==> src/hdl/mpl_pkg.sv <==
// mpl_pkg: shared types and constants for the monotone path length block
// holds the csr register index codes, default sizes and the result struct
// used by mpl_len_calc, mpl_rsp_skid and monotone_path_length_dp
package mpl_pkg;

   // fixed field widths
   localparam int LEN_W      = 11;
   localparam int CSR_DATA_W = 11;
   localparam int CSR_IDX_W  = 1;

   // parameter defaults
   localparam int DEF_MAX_COLS    = 1024;
   localparam int DEF_MAX_ROWS    = 1024;
   localparam int DEF_VALUE_WIDTH = 16;

   // register reset values
   localparam logic [CSR_DATA_W-1:0] RST_NUM_COLS = 11'd1024;
   localparam logic [CSR_DATA_W-1:0] RST_NUM_ROWS = 11'd1024;

   // saturation limit for path lengths
   localparam logic [LEN_W-1:0] LEN_MAX = '1;

   // csr register indexes
   typedef enum logic [CSR_IDX_W-1:0] {
      CSR_NUM_COLS = 1'b0,
      CSR_NUM_ROWS = 1'b1
   } csr_index_type;

   // one result transaction
   typedef struct packed {
      logic [LEN_W-1:0] path_length;
      logic [LEN_W-1:0] best_length;
      logic             matrix_done;
   } rsp_type;

endpackage

==> src/hdl/mpl_len_calc.sv <==
// mpl_len_calc: path length of one cell from its upper and left neighbors
// uses mpl_pkg for the length width and saturation limit
module mpl_len_calc #(
   parameter int VALUE_WIDTH = mpl_pkg::DEF_VALUE_WIDTH
) (
   input  logic signed [VALUE_WIDTH-1:0]  cur_value,
   input  logic signed [VALUE_WIDTH-1:0]  up_value,
   input  logic [mpl_pkg::LEN_W-1:0]      up_length,
   input  logic signed [VALUE_WIDTH-1:0]  left_value,
   input  logic [mpl_pkg::LEN_W-1:0]      left_length,
   input  logic                           has_up,
   input  logic                           has_left,
   output logic [mpl_pkg::LEN_W-1:0]      path_length
);

   logic                        gt_up;
   logic                        gt_left;
   logic [mpl_pkg::LEN_W-1:0]   base_len;

   assign gt_up   = has_up && (cur_value > up_value);
   assign gt_left = has_left && (cur_value > left_value);

   always_comb begin
      base_len = '0;
      if (gt_up && gt_left) begin
         base_len = (up_length > left_length) ? up_length : left_length;
      end else if (gt_up) begin
         base_len = up_length;
      end else if (gt_left) begin
         base_len = left_length;
      end
      // saturating increment, an isolated cell gives base 0 and length 1
      if (base_len == mpl_pkg::LEN_MAX) begin
         path_length = mpl_pkg::LEN_MAX;
      end else begin
         path_length = base_len + mpl_pkg::LEN_W'(1);
      end
   end

endmodule

==> config.mk <==
export PLATFORM = sky130hd
export DESIGN_NAME = mpl_len_calc
export DESIGN_NICKNAME = d
export VERILOG_FILES = /design/src/hdl/mpl_pkg.sv /design/src/hdl/mpl_len_calc.sv
export SDC_FILE = /design/constraint.sdc
export NUM_CORES = 1
export LEC_CHECK = 0
export ABC_CLOCK_PERIOD_IN_PS = 4000
export BUFFER_PORTS_ARGS = -buffer_cell sky130_fd_sc_hd__buf_2
export CAP_MARGIN = 20
export CORE_UTILIZATION = 49
export DETAILED_ROUTE_END_ITERATION = 10
export GPL_TIMING_DRIVEN = 0
export PLACE_DENSITY_LB_ADDON = 0.12
export SYNTH_ARGS = -nofsm -noshare
export SYNTH_HDL_FRONTEND = slang
export SYNTH_SLANG_ARGS = --single-unit
==> constraint.sdc <==
create_clock -name vclk -period 4
set_input_delay 0.2 -clock vclk [all_inputs]
set_output_delay 0.2 -clock vclk [all_outputs]
set_load 0.1 [all_outputs]
# Yosys cells after proc, flatten, opt, wreduce, memory -nomap -nowiden
# Index checks and enable logic that the tools add are counted.
# word_totals
register_bits	0
out_inout_bits	11
# classes
n_reduce_logical	3
add_sub_neg	1
order_cmp	3
muxes	5
eq_ne	1
# op_table
op	count
2-to-1 mux 11 bit	5
greater-than comparator 16 bit	2
adder 11 x 1 -> 11 bit (second input constant)	1
== test 11 bit (second input constant)	1
greater-than comparator 11 bit	1
logical AND 1 bit	3

# Longest topological paths before layout
# depth
word_depth	7
depth_mapped	17

# Worst setup path before layout
# Ideal clock, no wire load.
# synth_path
kind	input to output
start	input port left_value[15]
end	output port path_length[8] in the netlist's numbering
path_buffers	2
arrival_ns	4.327
required_ns	3.800
path_slack_ns	-0.527
path_stages	16
cell_sequence	inv_1 ha_1 nand4_2 a2111o_1 a311oi_1 or2_1 buf_6 and2_4 buf_6 nand2_1 o21ai_0 ha_1 inv_1 a221oi_4 a21oi_1 a31oi_1
# synth_via
elab_chain_len	7
# synth_rtl
item	line_no	text
from (decl)	mpl_len_calc.sv:9	input logic signed [VALUE_WIDTH-1:0] left_value,
greater-than comparator 16 bit *	mpl_len_calc.sv:21	assign gt_left = has_left && (cur_value > left_value);
logical AND 1 bit *	mpl_len_calc.sv:21	
2-to-1 mux 11 bit	mpl_len_calc.sv:29	end else if (gt_left) begin
2-to-1 mux 11 bit	mpl_len_calc.sv:27	end else if (gt_up) begin
2-to-1 mux 11 bit *	mpl_len_calc.sv:25	if (gt_up && gt_left) begin
adder 11 x 1 -> 11 bit or == test 11 bit (tied branches)	mpl_len_calc.sv:36, mpl_len_calc.sv:33	
2-to-1 mux 11 bit *	mpl_len_calc.sv:33	if (base_len == mpl_pkg::LEN_MAX) begin
to (decl)	mpl_len_calc.sv:13	output logic [mpl_pkg::LEN_W-1:0] path_length
# Every way passes the cells marked *; elsewhere a longest branch is shown, timed or not.

# Final worst setup path
# layout_path
start	input port cur_value[15]
end	output port path_length[6] in the netlist's numbering
# layout_via
elab_chain_len	7
# layout_rtl
item	line_no	text
from (decl)	mpl_len_calc.sv:6	input logic signed [VALUE_WIDTH-1:0] cur_value,
greater-than comparator 16 bit	mpl_len_calc.sv:21	
logical AND 1 bit	mpl_len_calc.sv:21	
2-to-1 mux 11 bit	mpl_len_calc.sv:29	
2-to-1 mux 11 bit	mpl_len_calc.sv:27	
2-to-1 mux 11 bit *	mpl_len_calc.sv:25	
adder 11 x 1 -> 11 bit or == test 11 bit (tied branches)	mpl_len_calc.sv:36, mpl_len_calc.sv:33	
2-to-1 mux 11 bit *	mpl_len_calc.sv:33	
# Marked as above.

==> flow_results.xml <==
<?xml version="1.0" encoding="UTF-8"?>
<metrics>
  <group name="worst_setup_path">
    <metric name="cp.buffers_inverters" unit="">6</metric>
    <metric name="cp_class" unit="">in2out</metric>
    <metric name="timing.critical_path.arrival" unit="ns">3.63</metric>
    <metric name="crit_family" unit="">buffers and inverters</metric>
    <metric name="crit_required" unit="ns">3.80</metric>
    <metric name="critical_path.max_stage_delay" unit="ns">0.46</metric>
    <metric name="setup.worst_path.start_class" unit="">input pin</metric>
    <metric name="setup.worst_path.end_class" unit="">output port</metric>
    <metric name="cp_cell_sequence" unit="">buf_2, ha_1, nand4_2, o41ai_2, nor2_1, and4_4, or2_1, buf_6, and2_4, buf_6, nand2_1, o21ai_0, ha_1, inv_1, a221oi_4, buf_4, and2_1, a21oi_2, buf_4</metric>
    <metric name="critical_path.max_fanout" unit="">9</metric>
    <metric name="crit_slowest_cell" unit="">o41ai_2</metric>
  </group>
  <group name="die">
    <metric name="chipWidth" unit="um">60.7</metric>
    <metric name="core_area" unit="um2">3150</metric>
    <metric name="num_rows" unit="">20</metric>
    <metric name="floorplan.io_pins" unit="">83</metric>
    <metric name="die_h" unit="um">60.7</metric>
    <metric name="initial_utilization" unit="%">53.5</metric>
    <metric name="total_die_area" unit="um2">3680</metric>
  </group>
  <group name="routing">
    <metric name="drt_wl_total" unit="um">4630</metric>
    <metric name="drt_first_iter_violations" unit="">164</metric>
    <metric name="drc_errors" unit="">0</metric>
    <metric name="detailroute.via_count" unit="">2045</metric>
    <metric name="detail-route-antenna-nets" unit="">0</metric>
    <metric name="avgViaCountPerCell" unit="">5.66</metric>
    <metric name="wl_per_cell" unit="um">12.8</metric>
    <metric name="drt-pass1-iter-count" unit="">5</metric>
  </group>
  <group name="timing">
    <metric name="worst_slew_margin_rel" unit="%">68.9</metric>
    <metric name="post-route-period-util" unit="%">95.7</metric>
    <metric name="worst_hold_slack" unit="ns">0.955</metric>
    <metric name="worst_pin_slew" unit="ns">0.461</metric>
    <metric name="report.final.hold_viol_count" unit="">0</metric>
    <metric name="finalSetupViolations" unit="">0</metric>
    <metric name="finalCriticalPeriod" unit="ns">3.83</metric>
    <metric name="max_freq" unit="MHz">261</metric>
    <metric name="totalNegativeSetupSlack" unit="ns">0</metric>
    <metric name="timing.final.max_slew_violations" unit="">0</metric>
  </group>
  <group name="layout">
    <metric name="layout.cells.most_common" unit="">buf_2</metric>
    <metric name="clock_buffer_count" unit="">0</metric>
    <metric name="fin_cells" unit="">361</metric>
    <metric name="layout_common_cells" unit="">buf_2, inv_1, ha_1</metric>
    <metric name="layout-drive-gt1-share" unit="%">33.4</metric>
    <metric name="layout-area-overhead-vs-synth" unit="%">32.7</metric>
    <metric name="regArea" unit="um2">0</metric>
    <metric name="filler_cell_count" unit="">304</metric>
    <metric name="area_of_combinational_cells_with_multiple_inputs" unit="um2">1520</metric>
    <metric name="seq_cells" unit="">0</metric>
    <metric name="num_antenna_cells" unit="">0</metric>
    <metric name="net_total_in_the_final_layout" unit="">435</metric>
  </group>
  <group name="synth">
    <metric name="muxShareOfSynthArea" unit="%">0</metric>
    <metric name="syn-num-nets" unit="">348</metric>
    <metric name="postSynthCellCount" unit="">232</metric>
    <metric name="post_synth_simple_gate_area" unit="%">22.8</metric>
    <metric name="number_of_distinct_library_cells_after_synthesis" unit="">45</metric>
    <metric name="synth-compound-area-share" unit="%">31.6</metric>
    <metric name="post_synth_instance_area" unit="um2">1690</metric>
    <metric name="yosys_warnings" unit="">0</metric>
    <metric name="synth_fa_ha_area_share" unit="%">32.6</metric>
    <metric name="synth-xor-area-share" unit="%">1.04</metric>
    <metric name="synth-seq-area-share" unit="%">0</metric>
    <metric name="main_combinational_cell_family_by_area_after_synthesis" unit="">adder cells</metric>
    <metric name="post_synth.cell_area_avg" unit="um2">7.28</metric>
  </group>
  <group name="power_and_ir_drop">
    <metric name="worst_ir_drop_vdd" unit="mV">0.182</metric>
    <metric name="total_internal_power" unit="uW">135</metric>
    <metric name="power.switching_fraction" unit="%">67.3</metric>
    <metric name="power.density_cell_area" unit="nW/um2">185</metric>
    <metric name="comb_power_share" unit="%">100.0</metric>
    <metric name="p_sw" unit="uW">278</metric>
    <metric name="total_leakage_power" unit="uW">0.00126</metric>
    <metric name="power.clock.fraction" unit="%">0</metric>
    <metric name="sequentialPowerShare" unit="%">0</metric>
    <metric name="total_power" unit="uW">413</metric>
  </group>
  <group name="placed_design">
    <metric name="hpwl" unit="um">4020</metric>
    <metric name="portBuffers" unit="">83</metric>
    <metric name="dpl.cell_count" unit="">359</metric>
    <metric name="gpl.final_weighted_congestion" unit="">0.852</metric>
  </group>
  <group name="run_status">
    <metric name="outcome" unit="">completed</metric>
  </group>
  <group name="global_route">
    <metric name="grt_pass1_vias" unit="">1635</metric>
    <metric name="grt_pass1_wl" unit="um">7010</metric>
    <metric name="grt_start_max_net_pins" unit="">10</metric>
    <metric name="gr-total-overflow" unit="">0</metric>
    <metric name="antenna_found_initial" unit="">0</metric>
    <metric name="gr-usage-all-layers" unit="%">24.4</metric>
  </group>
  <group name="flow_run">
    <metric name="maxCapViolations" unit="">0</metric>
  </group>
  <group name="min_path">
    <metric name="hold-path-cell-count" unit="">5</metric>
    <metric name="worstHoldStart" unit="">up_length[3]</metric>
    <metric name="hold_end" unit="">path_length[3]</metric>
    <metric name="hold_path_class" unit="">in2out</metric>
  </group>
  <group name="clock_network">
    <metric name="holdBufCountCts" unit="">0</metric>
  </group>
</metrics>
## layout make-up
| type | count | area share (%) |
|---|---|---|
| inverter | 48 | 8.04 |
| buffer | 2 | 1.01 |
| timing repair buffer | 85 | 20.7 |
| tap | 44 | 2.46 |
| multi-input combinational | 182 | 67.8 |
## per-stage QoR
step | setup WS, ns | utilization [%] | area [um2]
2_1_floorplan | -0.0155 | - | 1710
3_5_place_dp | -0.119 | 69.0 | 2180
3_3_place_gp | -0.0899 | 69.0 | 2180
4_1_cts | 0.00449 | 69.8 | 2200
5_1_grt | -0.0303 | 71.0 | 2240
6_report | 0.171 | 71.0 | 2240
## cells by family (layout without fill, tap and decap cells)
| kind of cell | count (synthesis) | in the layout |
|---|---|---|
| adders and majority gates | 44 | 44 |
| AOI/OAI and AO/OA | 72 | 72 |
| and+or+nand+nor | 64 | 64 |
| buffers and inverters | 50 | 135 |
| xor gates and xnor gates | 2 | 2 |
## synthesized netlist by cell type, types with 3 or more instances
cell,instances,area share (%)
nand3_1,4,1.2
and2_1,3,1.1
o21ai_0,11,3.3
inv_1,48,11
nand4_1,14,5.2
nand2b_1,3,1.1
nand2_1,21,4.7
o211ai_1,3,1.3
a211oi_1,3,1.3
a31oi_1,3,1.1
a21oi_1,21,6.2
ha_1,44,33
nor2_1,6,1.3
a41oi_1,3,1.6
o21ai_1,4,1.2
a22o_1,4,2.1
## power groups by stage
stage	sequential (uW)	clock, uW	combinational (uW)
5_1_grt	0	0	446
4_1_cts	0	0	405
6_report	0	0	413
2_1_floorplan	0	0	296
3_3_place_gp	0	0	386
3_5_place_dp	0	0	393
## how the worst max path moves through the flow
stage	startpoint	to	slack, ns	cells past startpoint
finish	cur_value[15]	path_length[6]	0.17	19
global route	left_length[6]	path_length[3]	-0.03	19
CTS	cur_value[15]	path_length[5]	0.004	17
detailed placement	cur_value[15]	path_length[3]	-0.12	17
global placement	cur_value[15]	path_length[3]	-0.09	17
floorplan	left_value[15]	path_length[3]	-0.02	16
## layer usage
| layer | routed length [um] | up-vias | track usage (%) | part of all wire, % |
|---|---|---|---|---|
| li1 | - | 1030 | - | - |
| met1 | 2130 | 923 | 36.4 | 46 |
| met2 | 2160 | 90 | 41.3 | 47 |
| met3 | 318 | 2 | 0.640 | 6.9 |
| met4 | 18 | 0 | 0.649 | 0.39 |
| met5 | 0 | - | 0 | 0 |
## repair_timing
action	in CTS	in global routing
hold endpoints to repair	0	0
pin swaps	0	2
cloned	0	0
buffers inserted	0	2
endpoints found under the setup margin	9	10
gates resized for setup	10	5
(Power assumes the default switching activity.)
