**config.mk**
```make
export PLATFORM = sky130hd
export DESIGN_NAME = mpl_rsp_skid
export DESIGN_NICKNAME = d
export VERILOG_FILES = /design/src/hdl/mpl_pkg.sv /design/src/hdl/mpl_rsp_skid.sv
export SDC_FILE = /design/constraint.sdc
export NUM_CORES = 1
export LEC_CHECK = 0
export BUFFER_PORTS_ARGS = -buffer_cell sky130_fd_sc_hd__buf_4
export CAP_MARGIN = 25
export CORE_MARGIN = 8
export CORE_UTILIZATION = 30
export CTS_CLUSTER_DIAMETER = 40
export DETAILED_ROUTE_END_ITERATION = 10
export HOLD_SLACK_MARGIN = 0.08
export PLACE_DENSITY_LB_ADDON = 0.05
export SKIP_LAST_GASP = 1
export SLEW_MARGIN = 10
export SYNTH_ARGS = -nofsm -noshare
export SYNTH_HDL_FRONTEND = slang
export SYNTH_SLANG_ARGS = --single-unit
```
**constraint.sdc**
```tcl
create_clock -name clock -period 5 [get_ports clock]
set_clock_uncertainty 0.15 [all_clocks]
set_input_delay 1 -clock clock [delete_from_list [all_inputs] [get_ports clock]]
set_output_delay 1 -clock clock [all_outputs]
set_load 0.01 [all_outputs]
```
**src/hdl/mpl_pkg.sv**
```systemverilog
// mpl_pkg: shared types and constants for the monotone path length block
// holds the csr register index codes, default sizes and the result struct
// used by mpl_len_calc, mpl_rsp_skid and monotone_path_length_dp
package mpl_pkg;

   // fixed field widths
   localparam int LEN_W      = 11;
   localparam int CSR_DATA_W = 11;
   localparam int CSR_IDX_W  = 1;

   // parameter defaults
   localparam int DEF_MAX_COLS    = 1024;
   localparam int DEF_MAX_ROWS    = 1024;
   localparam int DEF_VALUE_WIDTH = 16;

   // register reset values
   localparam logic [CSR_DATA_W-1:0] RST_NUM_COLS = 11'd1024;
   localparam logic [CSR_DATA_W-1:0] RST_NUM_ROWS = 11'd1024;

   // saturation limit for path lengths
   localparam logic [LEN_W-1:0] LEN_MAX = '1;

   // csr register indexes
   typedef enum logic [CSR_IDX_W-1:0] {
      CSR_NUM_COLS = 1'b0,
      CSR_NUM_ROWS = 1'b1
   } csr_index_type;

   // one result transaction
   typedef struct packed {
      logic [LEN_W-1:0] path_length;
      logic [LEN_W-1:0] best_length;
      logic             matrix_done;
   } rsp_type;

endpackage

```
**src/hdl/mpl_rsp_skid.sv**
```systemverilog
// mpl_rsp_skid: two entry output register with skid stage for results
// uses mpl_pkg::rsp_type; upstream stall is registered
module mpl_rsp_skid (
   input  logic             clock,
   input  logic             reset,
   input  logic             in_push,
   input  mpl_pkg::rsp_type in_data,
   output logic             in_stall,
   output logic             out_valid,
   output mpl_pkg::rsp_type out_data,
   input  logic             out_stall
);

   logic             main_valid_ff, main_valid_in;
   logic             skid_valid_ff, skid_valid_in;
   mpl_pkg::rsp_type main_ff, main_in;
   mpl_pkg::rsp_type skid_ff, skid_in;
   logic             pop;

   assign pop = main_valid_ff && !out_stall;

   always_comb begin
      main_valid_in = main_valid_ff;
      skid_valid_in = skid_valid_ff;
      main_in       = main_ff;
      skid_in       = skid_ff;
      if (skid_valid_ff) begin
         if (pop) begin
            main_in       = skid_ff;
            skid_valid_in = 1'b0;
         end
      end else if (in_push) begin
         if (!main_valid_ff || pop) begin
            main_in       = in_data;
            main_valid_in = 1'b1;
         end else begin
            skid_in       = in_data;
            skid_valid_in = 1'b1;
         end
      end else if (pop) begin
         main_valid_in = 1'b0;
      end
   end

   always_ff @(posedge clock) begin
      if (reset) begin
         main_valid_ff <= 1'b0;
         skid_valid_ff <= 1'b0;
      end else begin
         main_valid_ff <= main_valid_in;
         skid_valid_ff <= skid_valid_in;
      end
      main_ff <= main_in;
      skid_ff <= skid_in;
   end

   assign in_stall  = skid_valid_ff;
   assign out_valid = main_valid_ff;
   assign out_data  = main_ff;

endmodule

```
# After elaboration in Yosys (flattened, before gate mapping)
# Index checks and enable logic that the tools add are counted.
# word_totals
regBits	48
elab_cells	33
# classes
n_eq_ne	2
mux	11
n_bitwise	2
n_reduce_logical	10
# op_table
cell	n
$mux 23	4
$reduce_and 3->1	3
$mux 1	7
$reduce_bool 2->1	3
$ne 2x1->1 const B	2
$logic_not 1->1	2
$not 1->1	2
$logic_and 1x1->1	1
$logic_or 1x1->1	1

# Depth between registers and ports, before layout
# Gate-level depths: netlist (run 1).
# logic_depth
word_depth	6
mapped_depth	4
ltp_nobuf	2

# Worst setup path after synthesis (run 1)
# Ideal clock, no wire load.
# synth_path
kind	input-to-reg
startpoint	input out_stall
endpoint	register main_ff, in the netlist out_data[0], enable pin
arrival_time_ns	2.234
setup_slack_ns	2.207
path_stages	2
n_path_buf	0
cell_sequence	nand2_1 a21boi_1
# synth_between
elab_chain_len	5
elab_cells_between_ends	6
classes_between	eq/ne (1); reduce/logical (5)
# synth_rtl
element	line_no	rtl
from (decl)	mpl_rsp_skid.sv:11	input logic out_stall
$logic_not 1->1 (*)	mpl_rsp_skid.sv:20	assign pop = main_valid_ff && !out_stall;
$logic_and 1x1->1 (*)	mpl_rsp_skid.sv:20	
$logic_or 1x1->1	mpl_rsp_skid.sv:33	if (!main_valid_ff || pop) begin
$reduce_bool 2->1 (no source line)	n/a	
$reduce_and 3->1 (no source line) (*)	n/a	
to (signal assigned)	mpl_rsp_skid.sv:53	main_ff <= main_in;
to (decl)	mpl_rsp_skid.sv:16	mpl_pkg::rsp_type main_ff, main_in;
# Every way passes the cells marked *; elsewhere a longest branch is shown, timed or not.
# A chain may end at the register's enable or synchronous reset.

# Final worst setup path (run 1)
# layout_path
startpoint	register skid_valid_ff, in the netlist in_stall
endpoint	output in_stall
# layout_lines
element	line_no	rtl
from (decl)	mpl_rsp_skid.sv:15	logic skid_valid_ff, skid_valid_in;
from (signal assigned)	mpl_rsp_skid.sv:51	skid_valid_ff <= skid_valid_in;
to (decl)	mpl_rsp_skid.sv:8	output logic in_stall,
# No word-level cell between the ends.

==> impl_metrics.tcl, run 1 <==
set metrics [dict create \
    crit_path_end_kind "output pin" \
    antenna_found_initial 0 \
    synth.area.top_cells "edfxtp_1, mux2_4, mux2_2" \
    fin_crit_sh 0.509 \
    wirelength_um 3430 \
    drive_above_1_share 0.600 \
    hold_path.class "register to register" \
    cts.sinks 48 \
    crit_chain "buf_4" \
    coreArea_um2 5920 \
    track_usage 0.0788 \
    fin_crit_ns 2.55 \
    cts_setup_buffers 0 \
    clockRootBuffer "clkbuf_8" \
    netlist_area_um2 1850 \
    cp_max_fo 28 \
    setup_tns_ns 0 \
    cts_resized 0 \
    tightest_slew_ns 0.806 \
    setup_viol 0 \
    required_ns 3.85 \
    die-height_um 94.5 \
    clock_latency_ns 0.29 \
    routabilityCongestion 0.612 \
    p_leak_nw 0.906 \
    cts_hold_buf 0 \
    wl_per_cell_um 15.9 \
    final_core_util 0.401 \
    crit_type "register to output pin" \
    avgViaCountPerCell 4.17 \
    clk_pin_slew_ns 0.08 \
    hold_violations 0 \
    crit_buf_inv 1 \
    initial_core_util 0.312 \
    slew_headroom 0.461 \
    drt_iter0_drc 38 \
    n_antenna_cell 0 \
    synth_warnings 0 \
    synthCells 84 \
    grt_setup_unrepaired "no" \
    synth_area_leader_cell "edfxtp_1" \
    dieArea_um2 8920 \
    drc 0 \
    ys_ff_latch 48 \
    cp_slowest_cell "dfxtp_2" \
    synth.distinct_cells 14 \
    area_growth_syn_to_layout_pct 28.5 \
    die_x_um 94.5 \
    cts_tree "yes" \
    final_antenna_net_count 0 \
    max_stage_delay_ns 0.86 \
    first_pass_iters 3 \
    io_pins 52 \
    clk_path_buf_depth 2 \
    rows 28 \
    syn_area_per_cell_um2 22.0 \
    hold_ws_ns 0.397 \
    overflow 0 \
    fmax_mhz 393 \
    synth_top_area_share 0.748 \
    syn-num-nets 111 \
    grt_max_degree 29 \
    start_kind "register" \
    status "complete, no violations" \
    vias 896 \
    fillCellCount 559 \
    power_mw 0.778 \
    cts_buffers 5 \
    numPortBuffers 51 \
    crit_family "flip-flops" \
    maxSlewViolCount 0 \
    grt_pass1_wl_um 5180 \
    cp.arrival_ns 1.40 \
    seq_area_frac_synth 0.770 \
    grt_pass1_vias 980 \
    nNetsFinal 167 \
    irDropWorstVdd_uv 118 \
    cap_violations 0 \
    cts.htree.levels 2 \
    powerDensity_nw_per_um2 328 \
]
==> flip-flops by register name, summed over array words and instances, names as in the netlist <==
signal and cells:
in_stall 1, out_data 23, out_valid 1, skid_ff 23
==> through the flow <==
step | worst slack (ns) | instances | area (um2)
floorplan | 2.21 | 84 | 1850
global placement | 2.52 | 208 | 2290
detailed placement | 2.46 | 208 | 2290
CTS | 2.40 | 215 | 2370
global route | 2.36 | 215 | 2370
finish | 2.45 | 215 | 2370
==> cell usage in the layout, fill, tap and decap left out <==
cell type and instances:
mux2_4 17, a21boi_4 1, clkbuf_1 1, dfxtp_1 1, nand2b_1 1, clkinv_2 1
edfxtp_1 46, dfxtp_2 1, mux2_2 6, nor3_1 1, nand2_1 2, o21ai_0 1
nor2b_1 1, clkbuf_8 5, a21oi_1 2, buf_4 52, nor2_2 1
==> synth_stat cells <==
master,n
buf_6,1
edfxtp_1,46
a21oi_1,2
mux2_4,17
nor2_1,1
nand2b_1,1
nand2_1,2
nor3_1,1
nor2b_1,1
dfxtp_1,2
a21boi_1,1
mux2_2,6
buf_12,2
o21ai_0,1
==> path summary, 6_finish.rpt <==
| path | depth (start not counted) | to | from | slack, ns |
|---|---|---|---|---|
| hold reg to reg | 2 | out_valid | out_valid | 0.40 |
| setup reg to reg | 2 | out_data[8] | in_stall | 2.70 |
| setup / recovery | 1 | in_stall | in_stall | 2.45 |
| hold / removal | 2 | out_valid | out_valid | 0.40 |
==> cell families after synthesis <==
family                 share of synthesized area
flip-flops                                 0.770
AND/OR/NAND/NOR                           0.0156
buffers and inverters                     0.0278
multiplexers                               0.175
AO/OA/AOI/OAI                             0.0122
==> routing by layer <==
metal / GRT usage / routed length [um] / vias up
met4: 0.0273 / 19 / 0
met1: 0.0942 / 1510 / 426
met3: 0.0381 / 253 / 2
li1: - / - / 434
met2: 0.121 / 1640 / 34
met5: 0 / 0 / -
==> where the power goes <==
part	switching (mW)	internal, mW
registers	0.0119	0.467
logic	0.0350	0.0538
clock network	0.115	0.0952
total	0.162	0.616
==> layout make-up <==
type,count,area (um2),share of cell area
timing repair buffer,52,390,0.165
multi-input combinational,33,388,0.164
tap,75,93.8,0.0396
clock inverter,1,5.00,0.00211
clock buffer,6,72.6,0.0306
sequential,48,1420,0.600
(Power assumes the default switching activity.)
==> run 2: changes to the inputs <==
==> constraint.sdc (replaced) <==
create_clock -name clock -period 2.6 [get_ports clock]
set_clock_uncertainty 0.15 [all_clocks]
set_input_delay 0.52 -clock clock [delete_from_list [all_inputs] [get_ports clock]]
set_output_delay 0.52 -clock clock [all_outputs]
set_load 0.01 [all_outputs]
==> run 2 against run 1 <==
Net effect: combinational power rose by 100%; core utilization rose by 0.99 points; critical path depth did not move; critical path type unchanged; critical endpoint unchanged; largest power group unchanged.
==> impl_metrics.tcl, run 2 (synthesis gave the netlist of run 1 again) <==
set metrics [dict create \
    final_cell_mix "buf_4, edfxtp_1, mux2_4, mux2_2, clkbuf_8" \
    fin_crit_ns 1.79 \
    fillCellCount 548 \
    grt_pass1_wl_um 5330 \
    cts_resized 0 \
    rows 28 \
    vias 927 \
    required_ns 1.93 \
    track_usage 0.0780 \
    die_x_um 94.5 \
    p_switching_mw 0.322 \
    cts.sinks 48 \
    grt_pass1_vias 1018 \
    dieArea_um2 8920 \
    io_pins 52 \
    drive_above_1_share 0.607 \
    coreArea_um2 5920 \
    setup_tns_ns 0 \
    clk_path_buf_depth 2 \
    overflow 0 \
    nNetsFinal 171 \
    crit_end "in_stall" \
    clock_latency_ns 0.29 \
    grt_max_degree 17 \
    start_kind "register" \
    cap_violations 0 \
    drc 0 \
    slew_headroom 0.696 \
    hold_path.class "input port to register" \
    fin_crit_sh 0.689 \
    clockPowerShare 0.318 \
    cts_tree "yes" \
    cts_hold_buf 0 \
    die-height_um 94.5 \
    grt_setup_unrepaired "no" \
    first_pass_iters 4 \
    n_antenna_cell 0 \
    powerDensity_nw_per_um2 662 \
    crit_chain "buf_4" \
    status "complete, no violations" \
    p_leak_nw 0.939 \
    crit_buf_inv 1 \
    p_seq_frac 0.570 \
    numPortBuffers 51 \
    crit_family "flip-flops" \
    crit_type "register to output pin" \
    wirelength_um 3400 \
    cp.depth 1 \
    r2r_cells 2 \
    maxSlewViolCount 0 \
    internal_power_mw 1.29 \
    seq_area_um2 1420 \
    cts_setup_buffers 0 \
    postPlaceCellArea_um2 2320 \
    multi_input_area_um2 388 \
    setup_viol 0 \
    routabilityCongestion 0.634 \
    r2r-end "out_data[22]" \
    final_area_um2 2430 \
    r2r-start "in_stall" \
    setup_ws_ns 0.808 \
    cts_buffers 5 \
    initial_core_util 0.312 \
    cts.htree.levels 2 \
    crit_path_end_kind "output pin" \
    max_stage_delay_ns 0.62 \
    reg2reg_setup_slack_ns 0.88 \
    cp_slowest_cell "dfxtp_2" \
    hold_violations 0 \
    area_growth_syn_to_layout_pct 31.6 \
    final_antenna_net_count 0 \
    switching_share 0.200 \
    irDropWorstVdd_uv 266 \
    p_comb_frac 0.113 \
    fmax_mhz 558 \
    antenna_found_initial 0 \
    place_hpwl_um 2460 \
    crit_path_start "in_stall" \
    cp.arrival_ns 1.12 \
    tightest_slew_ns 0.456 \
    post-place-ws_ns 0.854 \
    final_core_util 0.411 \
    drt_iter0_drc 41 \
    avgViaCountPerCell 4.21 \
    clockRootBuffer "clkbuf_8" \
    clk_pin_slew_ns 0.08 \
    layout_commonest_cell "buf_4" \
    cp_max_fo 16 \
    wl_per_cell_um 15.5 \
]
==> run 2: through the flow <==
step / power [mW] / hold WS [ns] / std cells
after floorplan: 1.02 / 0.373 / 84
after global placement: 1.12 / 0.373 / 212
after detailed placement: 1.12 / 0.385 / 212
after CTS: 1.64 / 0.222 / 220
after global routing: 1.68 / 0.226 / 220
final: 1.61 / 0.236 / 220
==> run 2: area by class of cell <==
type | count | area share
clock buffer | 5 | 0.0283
timing repair buffer | 56 | 0.173
clock inverter | 3 | 0.0154
sequential | 48 | 0.585
tap | 75 | 0.0386
multi-input combinational | 33 | 0.160
==> run 2: power by group through the flow <==
stage / Combinational, mW / Sequential (mW) / Clock, mW
after floorplan: 0.0757 / 0.945 / 0
after global placement: 0.185 / 0.934 / 0
after detailed placement: 0.186 / 0.934 / 0
after CTS: 0.186 / 0.917 / 0.537
after global routing: 0.197 / 0.921 / 0.558
final: 0.181 / 0.916 / 0.511
==> run 2: how the worst min path moves through the flow <==
stage / start / end / slack [ns] / cells past startpoint
floorplan: skid_ff[17] / out_data[17] / 0.37 / 1
global placement: out_valid / out_valid / 0.37 / 2
detailed placement: skid_ff[7] / out_data[7] / 0.38 / 1
CTS: reset / in_stall / 0.22 / 2
global route: reset / in_stall / 0.23 / 2
finish: reset / in_stall / 0.24 / 2
==> run 2: routing by layer <==
metal	vias to the layer above	GRT usage	part of all wire	routed length (um)
met3	4	0.0389	0.089	303
met2	34	0.114	0.45	1520
li1	448	-	-	-
met5	-	0	0	0
met4	0	0.0273	0.010	34
met1	441	0.0977	0.45	1540
